`src/hdl/dde_mul_unit.sv`:
```
// Shared signed multiplier with registered product.
`default_nettype none

module dde_mul_unit #(
  parameter int A_BITS = 25,
  parameter int B_BITS = 25
) (
  input  wire logic                            clk_i,
  input  wire logic                            en_i,
  input  wire logic signed [A_BITS-1:0]        a_i,
  input  wire logic signed [B_BITS-1:0]        b_i,
  output      logic signed [A_BITS+B_BITS-1:0] p_o
);

  logic signed [A_BITS+B_BITS-1:0] p_q;

  always_ff @(posedge clk_i) begin
    if (en_i) begin
      p_q <= (A_BITS+B_BITS)'(a_i) * (A_BITS+B_BITS)'(b_i);
    end
  end

  assign p_o = p_q;

endmodule

`default_nettype wire
```
`config.mk`:
```
export PLATFORM = sky130hd
export DESIGN_NAME = dde_mul_unit
export DESIGN_NICKNAME = d
export VERILOG_FILES = /design/src/hdl/dde_mul_unit.sv
export SDC_FILE = /design/constraint.sdc
export NUM_CORES = 2
export LEC_CHECK = 0
export BUFFER_PORTS_ARGS = -buffer_cell sky130_fd_sc_hd__clkbuf_2
export CAP_MARGIN = 25
export CORE_MARGIN = 1
export CORE_UTILIZATION = 60
export DETAILED_ROUTE_END_ITERATION = 8
export HOLD_SLACK_MARGIN = 0.06
export PLACE_DENSITY_LB_ADDON = 0.12
export SLEW_MARGIN = 10
export SYNTH_ARGS = -nofsm -noshare
export SYNTH_HDL_FRONTEND = slang
export SYNTH_SLANG_ARGS = --single-unit
```
`constraint.sdc`:
```
create_clock -name clk_i -period 21.2 [get_ports clk_i]
set_input_delay 4.24 -clock clk_i [delete_from_list [all_inputs] [get_ports clk_i]]
set_output_delay 4.24 -clock clk_i [all_outputs]
set_load 0.01 [all_outputs]
```
# Word-level counts from Yosys, hierarchy flattened
# Index checks and enable logic that the tools add are counted.
[op_classes]
mul = 1
[ops]
columns = ["cell", "n"]
rows = [
  ["$mul A25 B25 Y50", 1],
]
[word_totals]
output_inout_bits = 50
elab_cells = 2
ff_bits = 50
input_bits = 52

# Logic depth before layout (Yosys ltp)
[depth]
depth_word = 1
depth_mapped = 26
depth_no_buf = 25

# Worst setup path after synthesis
# OpenSTA, ideal clock, no wires.
[synth_path]
kind = "input to register"
start = "input a_i[24]"
end = "register p_q[47] (netlist: p_o[47]) (data pin)"
slack_ns = 10.202
n_path_buf = 2
stages = 24
arrival_ns = 10.738
setup_ns = 0.260
required_ns = 20.940
cell_sequence = "clkbuf_1 nand2_1 inv_1 fa_1 inv_1 fa_1 inv_1 fa_1 fa_1 fa_1 fa_1 inv_1 fa_1 inv_1 ha_1 clkbuf_1 a21o_1 a21o_1 a21oi_1 o21bai_1 a2bb2oi_1 o41ai_2 o41a_1 xor2_1"
[synth_via]
elab_chain_cells = 1
[synth_rtl]
columns = ["element", "line", "text"]
rows = [
  ["start, declared", "10", "input wire logic signed [A_BITS-1:0] a_i,"],
  ["$mul A25 B25 Y50", "19", "p_q <= (A_BITS+B_BITS)'(a_i) * (A_BITS+B_BITS)'(b_i);"],
  ["end signal, assigned", "19", ""],
  ["end, declared", "15", "logic signed [A_BITS+B_BITS-1:0] p_q;"],
]
# No other way between the ends.
# A chain may end at the register's enable or synchronous reset.

# Worst setup path after layout
# Same ends and word-level chain as after synthesis.

==> results.cfg <==
[timing]
setup_violations = 0
fmax_ghz = 0.0872
fin_crit_sh_pct = 54.1
rsz0062_at_grt = false
fin_setup_tns_ns = 0
relSlewSlack_pct = 38.4
slew_violations = 0
hold_slack_ns = 4.55
period_minus_slack_ns = 11.47
finalHoldViolCount = 0
tightest_slew_ns = 0.923

[placed_design]
portBuffers = 101
placedCellCount = 3089
gp_congestion = 0.896
dp_hpwl_mm = 48.8

[critical_path]
crit_type = input port to flip-flop
worst_path_dominant_cell_family = adder cells
crit_chain = clkbuf_2 > nand2_1 > inv_1 > fa_1 > inv_1 > fa_1 > inv_1 > fa_1 > fa_1 > fa_1 > fa_1 > inv_1 > fa_1 > inv_1 > ha_1 > a21o_1 > a21o_1 > a21oi_1 > o21bai_1 > a2bb2oi_1 > o41ai_2 > o41a_1 > xor2_1
cp-start-kind = input port
crit_path_top_delay_cell = fa_1
cp_slowest_stage_delay_ns = 0.87
end_kind = flip-flop
crit_buf_inv = 6
crit_required_ns = 21.25
cpMostUsedCell = fa_1
arrival_ns = 11.52
crit_fanout = 25

[final_layout]
fin_cells = 3098
final_layout_size_suffix_gt1_share_pct = 4.78
fin_nets = 3423
utilization_pct = 63.8
multiInputGateArea_mm2 = 0.0200
largest_reg_flops = 50
area_delta_synth_final_pct = 4.04
diodes = 0
fillers = 3387
register_area_mm2 = 0.00150

[clock_tree]
clockBufferDepth = 2
clkSlewWorstSetupHoldPaths_ns = 0.07
cts_setup_buffers = 0
cts_tree = yes
cts_buffers = 5
clockRootBuffer = clkbuf_16
cts_hold_buf = 0
cts_resized = 0
cts_sinks = 50
htreeDepth = 2

[die]
io_pins = 102
rows = 73
die_area_mm2 = 0.0417
core-area_mm2 = 0.0400
dieHeight_um = 204
dieWidth_um = 204
initial_core_util_pct = 61.3

[yosys]
synth_seq_area_share_pct = 6.12
synth_top_area_share_pct = 53.7
synth.cell_area_mm2 = 0.0245
synth_common_cells = 699 x inv_1, 658 x fa_1, 320 x and2_1, 308 x nand2_1, 141 x ha_1
syn_avg_cell_area_um2 = 9.57
synth.distinct_cells = 48
synthTopCellsByArea = fa_1 54%, inv_1 11%, and2_1 8.2%, ha_1 7.2%, edfxtp_1 6.1%
synth_seq_cells = 50
syn_nets = 3413
ys_warn_count = 0
synth_cells = 2562
ys.flop_type = edfxtp_1
synth-edff-count = 50
async_flop_share_pct = 0
synth_top_area_cell = fa_1
synth_most_common_cell = inv_1

[grt]
grt_pass1_vias = 18900
use_met3_pct = 2.23
grt_antenna_before_repair = 0
grt_use_met2_pct = 56.5
overflow = 0
busiest_layer = met2
grt_max_degree = 51
grt_pass1_wl_mm = 96.5
grt_use_met1_pct = 36.3
gr-usage-all-layers_pct = 30.5

[route]
first_iter_violations = 863
ant_nets = 0
drt_first_pass_iters = 5
viasPerCell = 5.45
totalWireLength_mm = 59.3
vias = 16900
drc = 0
routedWlPerCell_um = 19.2

[hold_path]
hold_class = input port to flip-flop

[flow_run]
drv_cap = 0

[status]
status = finished clean
cell type report:
type,count,area share (%)
clock buffer,6,0.505
clock inverter,2,0.147
timing repair buffer,107,2.19
tap,525,2.57
inverter,699,10.3
multi-input combinational,1709,78.4
sequential,50,5.88
per-layer routing:
metal / share of wire, % / up-vias
met3: 3.7 / 158
met5: 0 / -
met2: 55 / 464
met1: 36 / 8917
met4: 5.0 / 0
li1: - / 7331
path summary, 6_finish.rpt:
| path | startpoint | to | slack [ns] | depth (start not counted) |
|---|---|---|---|---|
| max | a_i[24] | p_o[47]$_DFFE_PP_ | 9.73 | 23 |
| min | en_i | p_o[47]$_DFFE_PP_ | 4.55 | 2 |
cells by family after synthesis:
| group | after synthesis | synth area share [%] |
|---|---|---|
| buf+inv | 803 | 12.3 |
| fa+ha+maj | 799 | 60.9 |
| simple gates | 714 | 14.7 |
| compound gates | 137 | 3.86 |
| xor+xnor | 58 | 2.07 |
| flops | 50 | 6.12 |
| mux | 1 | 0.0459 |
placed cells by master, fill, tap and decap left out, types with 8 or more instances in the layout:
cell type	count
a21oi_1	43
edfxtp_1	50
inv_1	699
nand4_1	8
clkbuf_2	101
xnor2_1	39
a21o_1	22
nand2b_1	11
o21ai_0	19
nor2_1	30
ha_1	141
xor2_1	19
fa_1	658
and2_1	320
nand2_1	308
nor2b_1	21
metrics by stage:
stage | instance area (um2) | setup WS [ns]
floorplan | 24500 | 10.20
detailed placement | 25300 | 9.46
CTS | 25500 | 9.77
global placement | 25300 | 9.66
finish | 25500 | 9.73
global route | 25500 | 9.39
Power is not shown: default switching activity piles up to over one toggle a cycle in this logic, so the estimate is an artifact.
